**src/rtl/mlfq_pkg.sv**
```systemverilog
// ----------------------------------------------------------------------------
// mlfq_pkg
// shared types and constants of the feedback queue scheduler
// ----------------------------------------------------------------------------
package mlfq_pkg;
    localparam int SLOTS = 32;
    localparam int SW = $clog2(SLOTS);
    localparam int CW = $clog2(SLOTS + 1);
    localparam int SUMW = 32 + CW;

    localparam logic [1:0] FN_ADMIT = 2'd0;
    localparam logic [1:0] FN_START = 2'd1;
    localparam logic [1:0] FN_REPORT = 2'd2;
    localparam logic [1:0] FN_RELEASE = 2'd3;

    localparam logic [2:0] ST_ADMITTED = 3'd0;
    localparam logic [2:0] ST_NOSLOT = 3'd1;
    localparam logic [2:0] ST_DISPATCH = 3'd2;
    localparam logic [2:0] ST_ROUND_END = 3'd3;
    localparam logic [2:0] ST_RELEASED = 3'd4;
    localparam logic [2:0] ST_OVERFLOW = 3'd5;

    localparam logic [1:0] DST_HIGH = 2'd0;
    localparam logic [1:0] DST_MID = 2'd1;
    localparam logic [1:0] DST_LOW = 2'd2;
    localparam logic [1:0] DST_DROP = 2'd3;

    // controller to datapath
    typedef struct packed {
        logic load;      // capture request, start search step
        logic search;    // one search step
        logic exec;      // apply request
        logic div_step;  // one divider step
        logic finish;    // store average, rotate level
        logic rd_head;   // read memory at head of level
        logic emit;      // load result register
    } cmd_t;

    // datapath to controller
    typedef struct packed {
        logic search_done;
        logic need_div;
        logic div_done;
    } stat_t;
endpackage

```
**src/rtl/multilevel_feedback_queue_scheduler_unit.sv**
```systemverilog
// ----------------------------------------------------------------------------
// multilevel_feedback_queue_scheduler_unit
// three-level feedback scheduler over process slots
// ----------------------------------------------------------------------------
// channel   dir  tdata (low bit up)                          tuser
// s_axis    in   func[1:0] slot[6:2] still_running[7]        -
//                wait_time[39:8]
// m_axis    out  status[2:0] out_slot[7:3] destination[9:8]  -
//                level[11:10]
// cfg       in   cfg_we, cfg_index, cfg_data[7:0]
//
// one request at a time; when a round ends, a serial divider steps over the
// 38-bit sum and then stores the average, and on admit the slot search
// steps over up to 32 slots.
// reset clears control state; queue memory holds garbage until written.
// a result waits in the output register while the next request is taken.
module multilevel_feedback_queue_scheduler_unit (
    input  logic        clk,
    input  logic        rst_n,
    input  logic        cfg_we,
    input  logic        cfg_index,
    input  logic [7:0]  cfg_data,
    input  logic        s_axis_tvalid,
    output logic        s_axis_tready,
    input  logic [39:0] s_axis_tdata,   // func, slot, still_running, wait_time
    output logic        m_axis_tvalid,
    input  logic        m_axis_tready,
    output logic [15:0] m_axis_tdata    // status, out_slot, destination, level
);
    mlfq_pkg::cmd_t cmd;
    mlfq_pkg::stat_t stat;
    logic [2:0] r_status;
    logic [4:0] r_slot;
    logic [1:0] r_dest, r_level;
    logic ovalid_reg;
    logic out_free;

    assign out_free = !ovalid_reg || m_axis_tready;

    mlfq_ctrl u_ctrl (
        .clk      (clk),
        .rst_n    (rst_n),
        .in_valid (s_axis_tvalid),
        .in_ready (s_axis_tready),
        .out_free (out_free),
        .stat     (stat),
        .cmd      (cmd)
    );

    mlfq_dpath u_dpath (
        .clk           (clk),
        .rst_n         (rst_n),
        .cfg_we        (cfg_we),
        .cfg_index     (cfg_index),
        .cfg_data      (cfg_data),
        .func          (s_axis_tdata[1:0]),
        .slot          (s_axis_tdata[6:2]),
        .still_running (s_axis_tdata[7]),
        .wait_time     (s_axis_tdata[39:8]),
        .cmd           (cmd),
        .stat          (stat),
        .r_status      (r_status),
        .r_slot        (r_slot),
        .r_dest        (r_dest),
        .r_level       (r_level)
    );

    // output valid
    always_ff @(posedge clk or negedge rst_n)
    begin
        if (!rst_n)
            ovalid_reg <= 1'b0;
        else if (cmd.emit)
            ovalid_reg <= 1'b1;
        else if (m_axis_tready)
            ovalid_reg <= 1'b0;
    end

    assign m_axis_tvalid = ovalid_reg;
    assign m_axis_tdata = {4'd0, r_level, r_dest, r_slot, r_status};
endmodule

```
**src/rtl/mlfq_ctrl.sv**
```systemverilog
// ----------------------------------------------------------------------------
// mlfq_ctrl
// sequencer of one request: search, execute, divide, head read, result
// ----------------------------------------------------------------------------
module mlfq_ctrl (
    input  logic            clk,
    input  logic            rst_n,
    input  logic            in_valid,
    output logic            in_ready,
    input  logic            out_free,
    input  mlfq_pkg::stat_t stat,
    output mlfq_pkg::cmd_t  cmd
);
    typedef enum logic [5:0] {
        S_IDLE = 6'b000001,
        S_SRCH = 6'b000010,
        S_EXEC = 6'b000100,
        S_DIV  = 6'b001000,
        S_HEAD = 6'b010000,
        S_EMIT = 6'b100000
    } state_t;

    state_t state_reg, state_next;

    assign in_ready = (state_reg == S_IDLE);

    // next state and commands
    always_comb
    begin
        state_next = state_reg;
        cmd = '0;
        unique case (state_reg)
            S_IDLE:
            begin
                if (in_valid)
                begin
                    cmd.load = 1'b1;
                    state_next = S_SRCH;
                end
            end
            S_SRCH:
            begin
                cmd.search = 1'b1;
                if (stat.search_done)
                    state_next = S_EXEC;
            end
            S_EXEC:
            begin
                cmd.exec = 1'b1;
                state_next = stat.need_div ? S_DIV : S_HEAD;
            end
            S_DIV:
            begin
                cmd.div_step = 1'b1;
                if (stat.div_done)
                begin
                    cmd.finish = 1'b1;
                    state_next = S_HEAD;
                end
            end
            S_HEAD:
            begin
                cmd.rd_head = 1'b1;
                state_next = S_EMIT;
            end
            S_EMIT:
            begin
                if (out_free)
                begin
                    cmd.emit = 1'b1;
                    state_next = S_IDLE;
                end
            end
            default: state_next = S_IDLE;
        endcase
    end

    // state register
    always_ff @(posedge clk or negedge rst_n)
    begin
        if (!rst_n)
            state_reg <= S_IDLE;
        else
            state_reg <= state_next;
    end
endmodule

```
**src/rtl/mlfq_dpath.sv**
```systemverilog
// ----------------------------------------------------------------------------
// mlfq_dpath
// slot map, queue rings, round bookkeeping and serial divider
// ----------------------------------------------------------------------------
module mlfq_dpath (
    input  logic                clk,
    input  logic                rst_n,
    input  logic                cfg_we,
    input  logic                cfg_index,
    input  logic [7:0]          cfg_data,
    input  logic [1:0]          func,
    input  logic [4:0]          slot,
    input  logic                still_running,
    input  logic [31:0]         wait_time,
    input  mlfq_pkg::cmd_t      cmd,
    output mlfq_pkg::stat_t     stat,
    output logic [2:0]          r_status,
    output logic [4:0]          r_slot,
    output logic [1:0]          r_dest,
    output logic [1:0]          r_level
);
    localparam int SW = mlfq_pkg::SW;
    localparam int CW = mlfq_pkg::CW;
    localparam int SUMW = mlfq_pkg::SUMW;
    localparam logic [CW-1:0] FULL = CW'(mlfq_pkg::SLOTS);
    localparam logic [SW-1:0] LAST = SW'(mlfq_pkg::SLOTS - 1);

    logic [7:0] alpha_reg, beta_reg;
    logic [mlfq_pkg::SLOTS-1:0] map_reg;
    logic [SW-1:0] spos_reg;
    logic [SW-1:0] head_reg [3];
    logic [SW-1:0] tail_reg [3];
    logic [CW-1:0] cnt_reg [3];
    logic [1:0] lvl_reg;
    logic [CW-1:0] rem_reg, disp_reg;
    logic [SUMW-1:0] sum_reg;
    logic [31:0] mid_avg_reg, low_avg_reg;

    // captured request
    logic [1:0] f_reg;
    logic [4:0] s_reg;
    logic run_reg;
    logic [31:0] w_reg;

    // search
    logic [SW-1:0] cand_reg;
    logic [CW-1:0] scnt_reg;
    logic found_reg;

    // divider
    logic [SUMW-1:0] quo_reg;
    logic [CW:0] rmd_reg;
    logic [5:0] dcnt_reg;

    // result
    logic [2:0] st_reg;
    logic [4:0] os_reg;
    logic [1:0] dst_reg;
    logic ovf_reg, rend_reg, hd_reg;

    // queue memory, read data registered
    logic [SW-1:0] mem [3*mlfq_pkg::SLOTS];
    logic [SW-1:0] rdata_reg;

    // demotion compare operands, registered product
    logic [39:0] prod_reg;

    // configuration
    always_ff @(posedge clk or negedge rst_n)
    begin
        if (!rst_n)
        begin
            alpha_reg <= 8'd16;
            beta_reg <= 8'd16;
        end
        else if (cfg_we)
        begin
            if (cfg_index)
                beta_reg <= cfg_data;
            else
                alpha_reg <= cfg_data;
        end
    end

    logic [SW-1:0] cand_next;
    assign cand_next = (cand_reg == LAST) ? '0 : cand_reg + 1'b1;
    assign stat.search_done = found_reg || (scnt_reg == FULL) || (f_reg != mlfq_pkg::FN_ADMIT);

    // decision in exec
    logic [1:0] dest;
    logic [1:0] cur;
    logic active;
    assign cur = lvl_reg;
    assign active = (rem_reg != '0);
    always_comb
    begin
        logic gt;
        gt = ({4'd0, w_reg, 4'd0} > prod_reg);
        if (!run_reg)
            dest = mlfq_pkg::DST_DROP;
        else if (cur == 2'd0)
            dest = gt ? mlfq_pkg::DST_MID : mlfq_pkg::DST_HIGH;
        else if (cur == 2'd1)
            dest = gt ? mlfq_pkg::DST_LOW : mlfq_pkg::DST_MID;
        else
            dest = mlfq_pkg::DST_LOW;
    end

    // target ring full; the current level has just lost its head
    logic dest_full;
    assign dest_full = (dest != mlfq_pkg::DST_DROP) && (dest != cur) && (cnt_reg[dest] == FULL);

    logic [CW-1:0] start_cnt;
    assign start_cnt = cnt_reg[cur];
    assign stat.need_div = (f_reg == mlfq_pkg::FN_START && !active && start_cnt == '0)
                         || (f_reg == mlfq_pkg::FN_REPORT && active && rem_reg == CW'(1));
    assign stat.div_done = (dcnt_reg == 6'(SUMW));

    logic [CW:0] trial;
    assign trial = {rmd_reg[CW-1:0], quo_reg[SUMW-1]} - {1'b0, disp_reg};

    logic [7:0] scale;
    logic [31:0] avg_sel;
    assign scale = (cur == 2'd0) ? alpha_reg : beta_reg;
    assign avg_sel = (cur == 2'd0) ? mid_avg_reg : low_avg_reg;

    function automatic logic [SW-1:0] inc(input logic [SW-1:0] v);
        inc = (v == LAST) ? '0 : v + 1'b1;
    endfunction

    // memory port
    always_ff @(posedge clk)
    begin
        if (cmd.exec)
        begin
            if (f_reg == mlfq_pkg::FN_ADMIT && found_reg && cnt_reg[0] != FULL)
                mem[{2'd0, tail_reg[0]}] <= cand_reg;
            else if (f_reg == mlfq_pkg::FN_REPORT && active && dest != mlfq_pkg::DST_DROP
                     && !dest_full)
                mem[7'(dest) * 7'(mlfq_pkg::SLOTS) + 7'(tail_reg[dest])] <= rdata_reg;
        end
        if (cmd.load || cmd.rd_head)
            rdata_reg <= mem[7'(lvl_reg) * 7'(mlfq_pkg::SLOTS) + 7'(head_reg[lvl_reg])];
    end

    // main state
    always_ff @(posedge clk or negedge rst_n)
    begin
        if (!rst_n)
        begin
            map_reg <= '0;
            spos_reg <= LAST;
            for (int i = 0; i < 3; i++)
            begin
                head_reg[i] <= '0;
                tail_reg[i] <= '0;
                cnt_reg[i] <= '0;
            end
            lvl_reg <= '0;
            rem_reg <= '0;
            disp_reg <= '0;
            sum_reg <= '0;
            mid_avg_reg <= '0;
            low_avg_reg <= '0;
            found_reg <= 1'b0;
            scnt_reg <= '0;
            cand_reg <= '0;
            dcnt_reg <= '0;
            ovf_reg <= 1'b0;
            rend_reg <= 1'b0;
            hd_reg <= 1'b0;
        end
        else
        begin
            if (cmd.load)
            begin
                found_reg <= 1'b0;
                scnt_reg <= '0;
                cand_reg <= inc(spos_reg);
            end
            if (cmd.search && !stat.search_done)
            begin
                if (!map_reg[cand_reg])
                    found_reg <= 1'b1;
                else
                    cand_reg <= cand_next;
                scnt_reg <= scnt_reg + 1'b1;
            end
            if (cmd.exec)
            begin
                ovf_reg <= 1'b0;
                rend_reg <= 1'b0;
                hd_reg <= 1'b0;
                dcnt_reg <= '0;
                unique case (f_reg)
                    mlfq_pkg::FN_ADMIT:
                    begin
                        if (found_reg && cnt_reg[0] != FULL)
                        begin
                            tail_reg[0] <= inc(tail_reg[0]);
                            cnt_reg[0] <= cnt_reg[0] + 1'b1;
                            map_reg[cand_reg] <= 1'b1;
                            spos_reg <= cand_reg;
                        end
                        else if (found_reg)
                            ovf_reg <= 1'b1;
                    end
                    mlfq_pkg::FN_START:
                    begin
                        if (!active)
                        begin
                            rem_reg <= start_cnt;
                            disp_reg <= '0;
                            sum_reg <= '0;
                        end
                        if (!active && start_cnt == '0)
                            rend_reg <= 1'b1;
                        else
                            hd_reg <= 1'b1;
                    end
                    mlfq_pkg::FN_REPORT:
                    begin
                        if (active)
                        begin
                            head_reg[cur] <= inc(head_reg[cur]);
                            rem_reg <= rem_reg - 1'b1;
                            disp_reg <= disp_reg + 1'b1;
                            sum_reg <= sum_reg + SUMW'(w_reg);
                            if (dest != mlfq_pkg::DST_DROP)
                            begin
                                if (!dest_full)
                                begin
                                    tail_reg[dest] <= inc(tail_reg[dest]);
                                    cnt_reg[dest] <= cnt_reg[dest]
                                        + ((dest == cur) ? CW'(0) : CW'(1));
                                end
                                else
                                    ovf_reg <= 1'b1;
                            end
                            if (dest == mlfq_pkg::DST_DROP || dest_full || dest != cur)
                                cnt_reg[cur] <= cnt_reg[cur] - 1'b1;
                            if (rem_reg == CW'(1))
                                rend_reg <= 1'b1;
                            else
                                hd_reg <= 1'b1;
                        end
                        else
                            rend_reg <= 1'b1;
                    end
                    mlfq_pkg::FN_RELEASE:
                    begin
                        if (32'(s_reg) < 32'(mlfq_pkg::SLOTS))
                            map_reg[SW'(s_reg)] <= 1'b0;
                    end
                    default: ;
                endcase
            end
            if (cmd.div_step && !stat.div_done)
                dcnt_reg <= dcnt_reg + 1'b1;
            if (cmd.finish)
            begin
                if (lvl_reg == 2'd1)
                    mid_avg_reg <= (disp_reg == '0) ? '0 : quo_reg[31:0];
                else if (lvl_reg == 2'd2)
                    low_avg_reg <= (disp_reg == '0) ? '0 : quo_reg[31:0];
                lvl_reg <= (lvl_reg == 2'd2) ? 2'd0 : lvl_reg + 1'b1;
                rem_reg <= '0;
            end
        end
    end

    // request capture, product, divider datapath
    always_ff @(posedge clk)
    begin
        if (cmd.load)
        begin
            f_reg <= func;
            s_reg <= slot;
            run_reg <= still_running;
            w_reg <= wait_time;
        end
        if (cmd.search)
            prod_reg <= 40'(scale) * 40'(avg_sel);
        if (cmd.exec)
        begin
            quo_reg <= sum_reg + ((f_reg == mlfq_pkg::FN_REPORT) ? SUMW'(w_reg) : '0);
            rmd_reg <= '0;
        end
        else if (cmd.div_step && !stat.div_done)
        begin
            if (!trial[CW])
            begin
                rmd_reg <= trial;
                quo_reg <= {quo_reg[SUMW-2:0], 1'b1};
            end
            else
            begin
                rmd_reg <= {rmd_reg[CW-1:0], quo_reg[SUMW-1]};
                quo_reg <= {quo_reg[SUMW-2:0], 1'b0};
            end
        end
    end

    // result; the head is read in the head state, before the emit
    always_ff @(posedge clk)
    begin
        if (cmd.exec)
        begin
            unique case (f_reg)
                mlfq_pkg::FN_ADMIT:
                begin
                    st_reg <= !found_reg ? mlfq_pkg::ST_NOSLOT
                            : (cnt_reg[0] == FULL ? mlfq_pkg::ST_OVERFLOW
                                                  : mlfq_pkg::ST_ADMITTED);
                    os_reg <= found_reg ? 5'(cand_reg) : 5'd0;
                    dst_reg <= mlfq_pkg::DST_HIGH;
                end
                mlfq_pkg::FN_START:
                begin
                    st_reg <= mlfq_pkg::ST_DISPATCH;
                    os_reg <= '0;
                    dst_reg <= mlfq_pkg::DST_HIGH;
                end
                mlfq_pkg::FN_REPORT:
                begin
                    st_reg <= mlfq_pkg::ST_DISPATCH;
                    os_reg <= 5'(rdata_reg);
                    dst_reg <= active ? dest : mlfq_pkg::DST_DROP;
                end
                mlfq_pkg::FN_RELEASE:
                begin
                    st_reg <= mlfq_pkg::ST_RELEASED;
                    os_reg <= s_reg;
                    dst_reg <= mlfq_pkg::DST_HIGH;
                end
                default: ;
            endcase
        end
        if (cmd.emit)
        begin
            if (ovf_reg)
                r_status <= mlfq_pkg::ST_OVERFLOW;
            else if (rend_reg)
                r_status <= mlfq_pkg::ST_ROUND_END;
            else
                r_status <= st_reg;
            if (ovf_reg)
                r_slot <= os_reg;
            else if (rend_reg)
                r_slot <= '0;
            else if (hd_reg)
                r_slot <= 5'(rdata_reg);
            else
                r_slot <= os_reg;
            r_dest <= dst_reg;
            r_level <= lvl_reg;
        end
    end
endmodule

```
**config.mk**
```make
export PLATFORM = sky130hd
export DESIGN_NAME = multilevel_feedback_queue_scheduler_unit
export DESIGN_NICKNAME = d
export VERILOG_FILES = /design/src/rtl/mlfq_pkg.sv /design/src/rtl/multilevel_feedback_queue_scheduler_unit.sv /design/src/rtl/mlfq_ctrl.sv /design/src/rtl/mlfq_dpath.sv
export SDC_FILE = /design/constraint.sdc
export NUM_CORES = 2
export LEC_CHECK = 0
export BUFFER_PORTS_ARGS = -buffer_cell sky130_fd_sc_hd__buf_2
export CORE_ASPECT_RATIO = 0.5
export CORE_MARGIN = 5
export CORE_UTILIZATION = 58
export CTS_CLUSTER_DIAMETER = 150
export DETAILED_ROUTE_END_ITERATION = 7
export GPL_TIMING_DRIVEN = 1
export PLACE_DENSITY = 0.77
export SLEW_MARGIN = 15
export SYNTH_ARGS = -nofsm -noshare
export SYNTH_HDL_FRONTEND = slang
export SYNTH_SLANG_ARGS = --single-unit
```
**constraint.sdc**
```tcl
create_clock -name clk -period 8.5 [get_ports clk]
set_input_delay 0.425 -clock clk [delete_from_list [all_inputs] [get_ports clk]]
set_output_delay 0.425 -clock clk [all_outputs]
set_load 0.05 [all_outputs]
```
== Word-level counts from Yosys, hierarchy flattened ==
Memory sizes are Yosys's and may differ from the RTL's. A register that Yosys moved wholly into a read port is not among the register bits.
Index checks and enable logic that the tools add are counted.

* Memories: 1
* RAM bits: 480
* Register bits: 391

* Add/subtract/negate cells: 18
* Reductions and logical operators: 61
* Multiply operators: 1
* Bitwise operators: 8
* Magnitude comparators: 9
* Multiplexer cells: 139
* Eq/ne operators: 37

{| class="wikitable"
|+ Memory list
! memory !! words !! bits a word !! read ports !! clocked after memory_dff !! write ports !! line !! RTL
|-
| u_dpath.mem || 96 || 5 || 1 || 1 || 1 || mlfq_dpath.sv:62 || <nowiki>logic [SW-1:0] mem [3*mlfq_pkg::SLOTS];</nowiki>
|}

{| class="wikitable"
|+ Operators by type and width
! cell !! count
|-
| 38-bit two-way mux || 4
|-
| 6-bit two-way mux || 22
|-
| 32-bit two-way mux || 4
|-
| 18-bit two-way mux || 7
|-
| 5-bit two-way mux || 21
|-
| 38-bit one-hot mux with 2 select lines || 1
|-
| 32-bit one-hot mux with 2 select lines || 1
|-
| 15-bit two-way mux || 3
|-
| 36-bit by 40-bit > comparator with 1-bit output || 1
|-
| 8-bit by 32-bit multiplier with 40-bit output || 1
|-
| 38-bit by 32-bit adder with 38-bit output || 1
|-
| 38-bit adder || 1
|-
| 1-bit two-way mux || 38
|-
| 18-bit bitwise mux || 2
|-
| 6-bit one-hot mux with 2 select lines || 3
|-
| 6-bit one-hot mux with 6 select lines || 1
|-
| 32-bit AND || 1
|-
| 32-bit inverter || 1
|-
| 32-bit bitwise OR || 1
|-
| 15-bit bitwise mux || 2
|-
| 6-bit equality test, second input constant || 5
|-
| 5-bit by 1-bit adder with 5-bit output, second input constant || 5
|-
| 5-bit equality test, second input constant || 5
|-
| 6-bit by 1-bit adder with 6-bit output, second input constant || 4
|-
| other kinds (56) || 138
|}

== Longest topological paths before layout ==
* Word-level depth: 20
* Gate-level depth with buffers: 27
* Gate-level depth less buffers: 23

== By module ==
From an unflattened synthesis, not the netlist that was laid out.

* Cells, all modules: 4632
* Area, all modules: 49912.9 sq um

{| class="wikitable"
|+ By module, submodules not included
! module !! area an instance (sq um) !! times used !! cells an instance !! sequential area each (sq um)
|-
| mlfq_dpath || 49381.1 || 1 || 4576 || 24852.6
|-
| mlfq_ctrl || 450.4 || 1 || 48 || 151.4
|-
| multilevel_feedback_queue_scheduler_unit || 81.3 || 1 || 8 || 25.0
|}

== Least setup slack after synthesis ==
OpenSTA, ideal clock, no wires.

* Path kind: flip-flop to flip-flop
* From: register u_dpath.w_reg[9]
* To: memory u_dpath.mem[0][0] in the netlist's numbering (data pin)
* Library setup time: 949 ps
* Arrival time: 6964 ps
* Buffers on the path: 1
* Stages on the path, launching flop included: 13
* Clock period less this slack: 7913 ps
* Setup slack: 587 ps
* Required time: 7551 ps
* Path through: edfxtp_1 -> ha_1 -> a211oi_1 -> o21ai_0 -> a221o_1 -> a22oi_1 -> a2bb2oi_1 -> nand2_2 -> a311o_1 -> nor4_4 -> a21oi_2 -> buf_2 -> o21ai_0

* Word-level cells in the longest chain between the ends: 19

{| class="wikitable"
|+ RTL lines
! what !! line !! RTL
|-
| start, declared || mlfq_dpath.sv:43 || <nowiki>logic [31:0] w_reg;</nowiki>
|-
| start signal, assigned || mlfq_dpath.sv:280 || <nowiki>w_reg <= wait_time;</nowiki>
|-
| 36-bit by 40-bit > comparator with 1-bit output (*) || mlfq_dpath.sv:98 || <nowiki>gt = ({4'd0, w_reg, 4'd0} > prod_reg);</nowiki>
|-
| 2-bit two-way mux || mlfq_dpath.sv:104 || <nowiki>dest = gt ? mlfq_pkg::DST_LOW : mlfq_pkg::DST_MID;</nowiki>
|-
| 2-bit two-way mux || mlfq_dpath.sv:103 || <nowiki>else if (cur == 2'd1)</nowiki>
|-
| 2-bit two-way mux (*) || mlfq_dpath.sv:101 || <nowiki>else if (cur == 2'd0)</nowiki>
|-
| 2-bit two-way mux (*) || mlfq_dpath.sv:99 || <nowiki>if (!run_reg)</nowiki>
|-
| 2-bit inverter with 3-bit output (implied by the code) || mlfq_dpath.sv:111 || <nowiki>assign dest_full = (dest != mlfq_pkg::DST_DROP) && (dest != cur) && (cnt_reg[dest] == FULL);</nowiki>
|-
| 6-bit binary-select mux with 2-bit select || mlfq_dpath.sv:111 ||
|-
| 6-bit two-way mux (implied by the code) (2 in a row) || mlfq_dpath.sv:111 ||
|-
| [2 not listed] || - ||
|-
| 1-bit zero test || mlfq_dpath.sv:139 || <nowiki>&& !dest_full)</nowiki>
|-
| 1-bit logical AND (*) || mlfq_dpath.sv:139 ||
|-
| 1-bit two-way mux (*) || mlfq_dpath.sv:138 || <nowiki>else if (f_reg == mlfq_pkg::FN_REPORT && active && dest != mlfq_pkg::DST_DROP</nowiki>
|-
| 1-bit two-way mux (*) || mlfq_dpath.sv:136 || <nowiki>if (f_reg == mlfq_pkg::FN_ADMIT && found_reg && cnt_reg[0] != FULL)</nowiki>
|-
| 1-bit two-way mux (*) || mlfq_dpath.sv:134 || <nowiki>if (cmd.exec)</nowiki>
|-
| 1-bit two-way mux (implied by the code) (*) || mlfq_dpath.sv:140 || <nowiki>mem[7'(dest) * 7'(mlfq_pkg::SLOTS) + 7'(tail_reg[dest])] <= rdata_reg;</nowiki>
|-
| 5-bit OR reduction (no line) (*) || - ||
|-
| 5-bit two-way mux (no line) (*) || - ||
|-
| end, declared || mlfq_dpath.sv:62 ||
|}

Mark *: on every way between the ends. The rest lies on a longest branch, timed or not. The select of a mux whose other input is x is not followed.

== Worst setup path in the final report ==
* From: register u_dpath.lvl_reg[1], in the netlist u_dpath.cur[1]
* To: register u_dpath.prod_reg[37] (data pin)

* Word-level cells in the longest chain between the ends: 3

{| class="wikitable"
|+ RTL lines
! what !! line !! RTL
|-
| start, declared || mlfq_dpath.sv:34 || <nowiki>logic [1:0] lvl_reg;</nowiki>
|-
| start signal, assigned || mlfq_dpath.sv:266 || <nowiki>lvl_reg <= (lvl_reg == 2'd2) ? 2'd0 : lvl_reg + 1'b1;</nowiki>
|-
| 2-bit zero test (*) || mlfq_dpath.sv:124, mlfq_dpath.sv:125 ||
|-
| 8-bit two-way mux or 32-bit two-way mux (tied branches) || mlfq_dpath.sv:124, mlfq_dpath.sv:125 ||
|-
| 8-bit by 32-bit multiplier with 40-bit output (*) || mlfq_dpath.sv:283 || <nowiki>prod_reg <= 40'(scale) * 40'(avg_sel);</nowiki>
|-
| end signal, assigned || mlfq_dpath.sv:283 ||
|-
| end, declared || mlfq_dpath.sv:66 || <nowiki>logic [39:0] prod_reg;</nowiki>
|}

Mark *: on every way between the ends. The rest lies on a longest branch, timed or not.
A chain may end at the register's enable or synchronous reset.

==> results.yml <==
status:
  status: "finished, final reports clean"
job:
  drv_cap: 0
logic_synthesis:
  synth_edf_count: 625
  synth_cells: 4715
  synth_top_area_frac: 0.377
  ys_types: 95
  synthesis.area_mm2: 0.0498
  synth_common_cells: "809 x nand2_1, 625 x edfxtp_1, 352 x nor2_1"
  yosys-top-cells-area: "edfxtp_1 38%, dfrtp_1 12%, fa_1 7.4%"
  synth_warnings: 0
  yosysTopAreaCell: "edfxtp_1"
  async_flop_share: 0.280
  ys.flop_type: "edfxtp_1"
  ys_ff_latch: 876
  avgSynthCellArea_um2: 10.6
  yosysMostFrequentCell: "nand2_1"
  yosysSeqAreaShare: 0.503
floorplanning:
  ios: 72
  rows: 75
  core-area_mm2: 0.0845
  start_util: 0.589
  die_h_um: 217
  die_w_um: 424
  design.die.area_mm2: 0.0921
clock_network:
  cts_root_buffer: "clkbuf_16"
  path_clk_slew_ps: 60
  cts_tree: "built"
  htreeDepth: 3
  cts.repair.resized: 0
  cts_hold_buf: 49
  clock-sinks: 876
  post-cts-setup-buffers: 0
  cts_made_buffers: 79
  clk_latency_ps: 690
  clock_path_buffers: 3
placement:
  hpwl_um: 85200
  place_ws_ps: 697
  port_buffers: 67
  gp_congestion: 0.966
  dpl.cell_count: 5722
power_and_ir_drop:
  swShare: 0.316
  pwr-share-comb: 0.225
  pwr-share-clk: 0.327
  p_per_area_mw_per_mm2: 217
  netSwitchingPower_mw: 3.73
  power_mw: 11.8
  p_leak_nw: 21.2
  ir_worst_vdd_v: 0.000141
  pwr-share-seq: 0.447
  p_int_mw: 8.08
route:
  drtPass1Iterations: 6
  drt-initial-drc-count: 3669
  routed_wl_um: 126000
  drcViolationCount: 0
  ant_nets: 0
  wl_per_cell_um: 21.4
  viasPerCell: 6.21
  vias: 36700
worst_hold_path:
  hp-class: "input port to flop"
timing:
  max_freq_mhz: 125
  setup_viol: 0
  setup-tns-final_ps: 0
  worst_pin_slew_ps: 1230
  hold_violations: 0
  grt_setup_unrepaired: "false"
  timing.slew.headroom: 0.182
  post-route-period-util: 0.943
  slew_violations: 0
  finalClockSkew_ps: 22.8
  fin_crit_ps: 8020
  final.setup.worst_slack_ps: 481
finish:
  instances_no_fill: 5917
  nets: 5167
  drive_gt1_frac: 0.0763
  fill_cells: 6370
  largest_register_ffs: 480
  area_delta_synth_final_pct: 9.42
global_routing:
  grt_pass1_wl_um: 201000
  grt_max_degree: 244
  grt_use_met3: 0.0457
  use_met2: 0.461
  grt_use_total: 0.275
  antenna_found_initial: 0
  grt_overflow: 0
  use_met1: 0.359
  grt_busiest_layer: "met2"
  grt_pass1_vias: 36900
critical_path:
  criticalPathCategory: "flop to flop"
  cp-start-kind: "flop"
  worst-path-max-fanout: 21
  cp.required_ps: 8940
  cp.arrival_ps: 8460
  end_kind: "flop"
## per-stage QoR
stage,hold slack (ps),utilization,cell area (µm²)
floorplan,129,-,49800
global placement,460,0.606,51200
detailed placement,462,0.606,51200
CTS,20.3,0.644,54400
global route,54.2,0.645,54400
finish,52.0,0.645,54400
## cell usage in the layout, fill, tap and decap left out, types with 63 or more instances in the layout
master	instances
edfxtp_1	625
a211oi_1	167
xnor2_1	69
buf_2	66
dfrtp_1	237
nand3_1	78
inv_1	283
ha_1	193
a311oi_1	63
and2_1	165
a21oi_1	189
a31oi_1	67
nor2_1	351
nor3_1	79
nand2_1	806
o21ai_0	300
fa_1	183
clkbuf_16	80
## cell type report
type | instances | area, µm² | share of cell area
flip-flops and latches | 876 | 25000 | 0.460
multi-input cells | 3326 | 22900 | 0.421
clock buffers | 102 | 2130 | 0.0392
well taps | 1116 | 1400 | 0.0256
repair buffers | 166 | 1250 | 0.0229
inverters | 287 | 1080 | 0.0199
clock inverters | 43 | 631 | 0.0116
diodes | 1 | 2.50 | 0.0000460
## routing by layer
metal,part of all wire,vias to the layer above
met4,0.045,0
met3,0.075,324
met2,0.48,1588
li1,-,16700
met1,0.40,18100
met5,0,-
## path summary, 6_finish.rpt
kind / startpoint / end / slack [ps] / depth (start not counted)
worst max-delay path: u_dpath.cur[1]$_DFFE_PN0P_ / u_dpath.prod_reg[37]$_DFFE_PP_ / 480 / 23
worst min-delay path: m_axis_tready / m_axis_tvalid$_DFFE_PN0P_ / 50 / 3
worst max register to register: u_dpath.cur[1]$_DFFE_PN0P_ / u_dpath.prod_reg[37]$_DFFE_PP_ / 480 / 23
worst min register to register: u_dpath.tail_reg[0]$_DFFE_PN0P_ / u_dpath.tail_reg[0]$_DFFE_PN0P_ / 470 / 2
max in group asynchronous: rst_n / u_dpath.tail_reg[12]$_DFFE_PN0P_ / 6550 / 3
min in group asynchronous: rst_n / u_dpath.alpha_reg[2]$_DFFE_PN0P_ / 420 / 2
## power groups by stage
stage                     Sequential (mW)  Combinational (mW)  Clock [mW]
after floorplan                      5.23                1.91           0
after global placement               5.36                2.49           0
after detailed placement             5.36                2.59           0
after CTS                            5.28                2.63        3.90
after global routing                 5.31                2.93        4.09
final                                5.28                2.66        3.86
## cell families after synthesis
| family | synth area share |
|---|---|
| other | 0.0000754 |
| and+or+nand+nor | 0.149 |
| adders and majority gates | 0.122 |
| DFF | 0.503 |
| xor gates and xnor gates | 0.0211 |
| muxes | 0.0315 |
| AOI/OAI and AO/OA | 0.134 |
| buffers and inverters | 0.0394 |
## worst max-delay path, cell delays in order (launching register included)
cell       delay, ps
dfrtp_1          420
nor2_4           630
nand2_1          110
nand2_1          610
nand2b_1         190
fa_1             540
fa_1             500
inv_1             60
fa_1             480
inv_1             50
fa_1             470
inv_1             40
ha_1             330
and2_1           180
o21ai_0          340
a311oi_1         300
o41ai_1          980
a31oi_1          360
a21oi_1          270
a2111oi_0        170
o21a_1           210
o21ai_0          240
nor2b_1          230
xnor2_1           80
(Power assumes the default switching activity.)
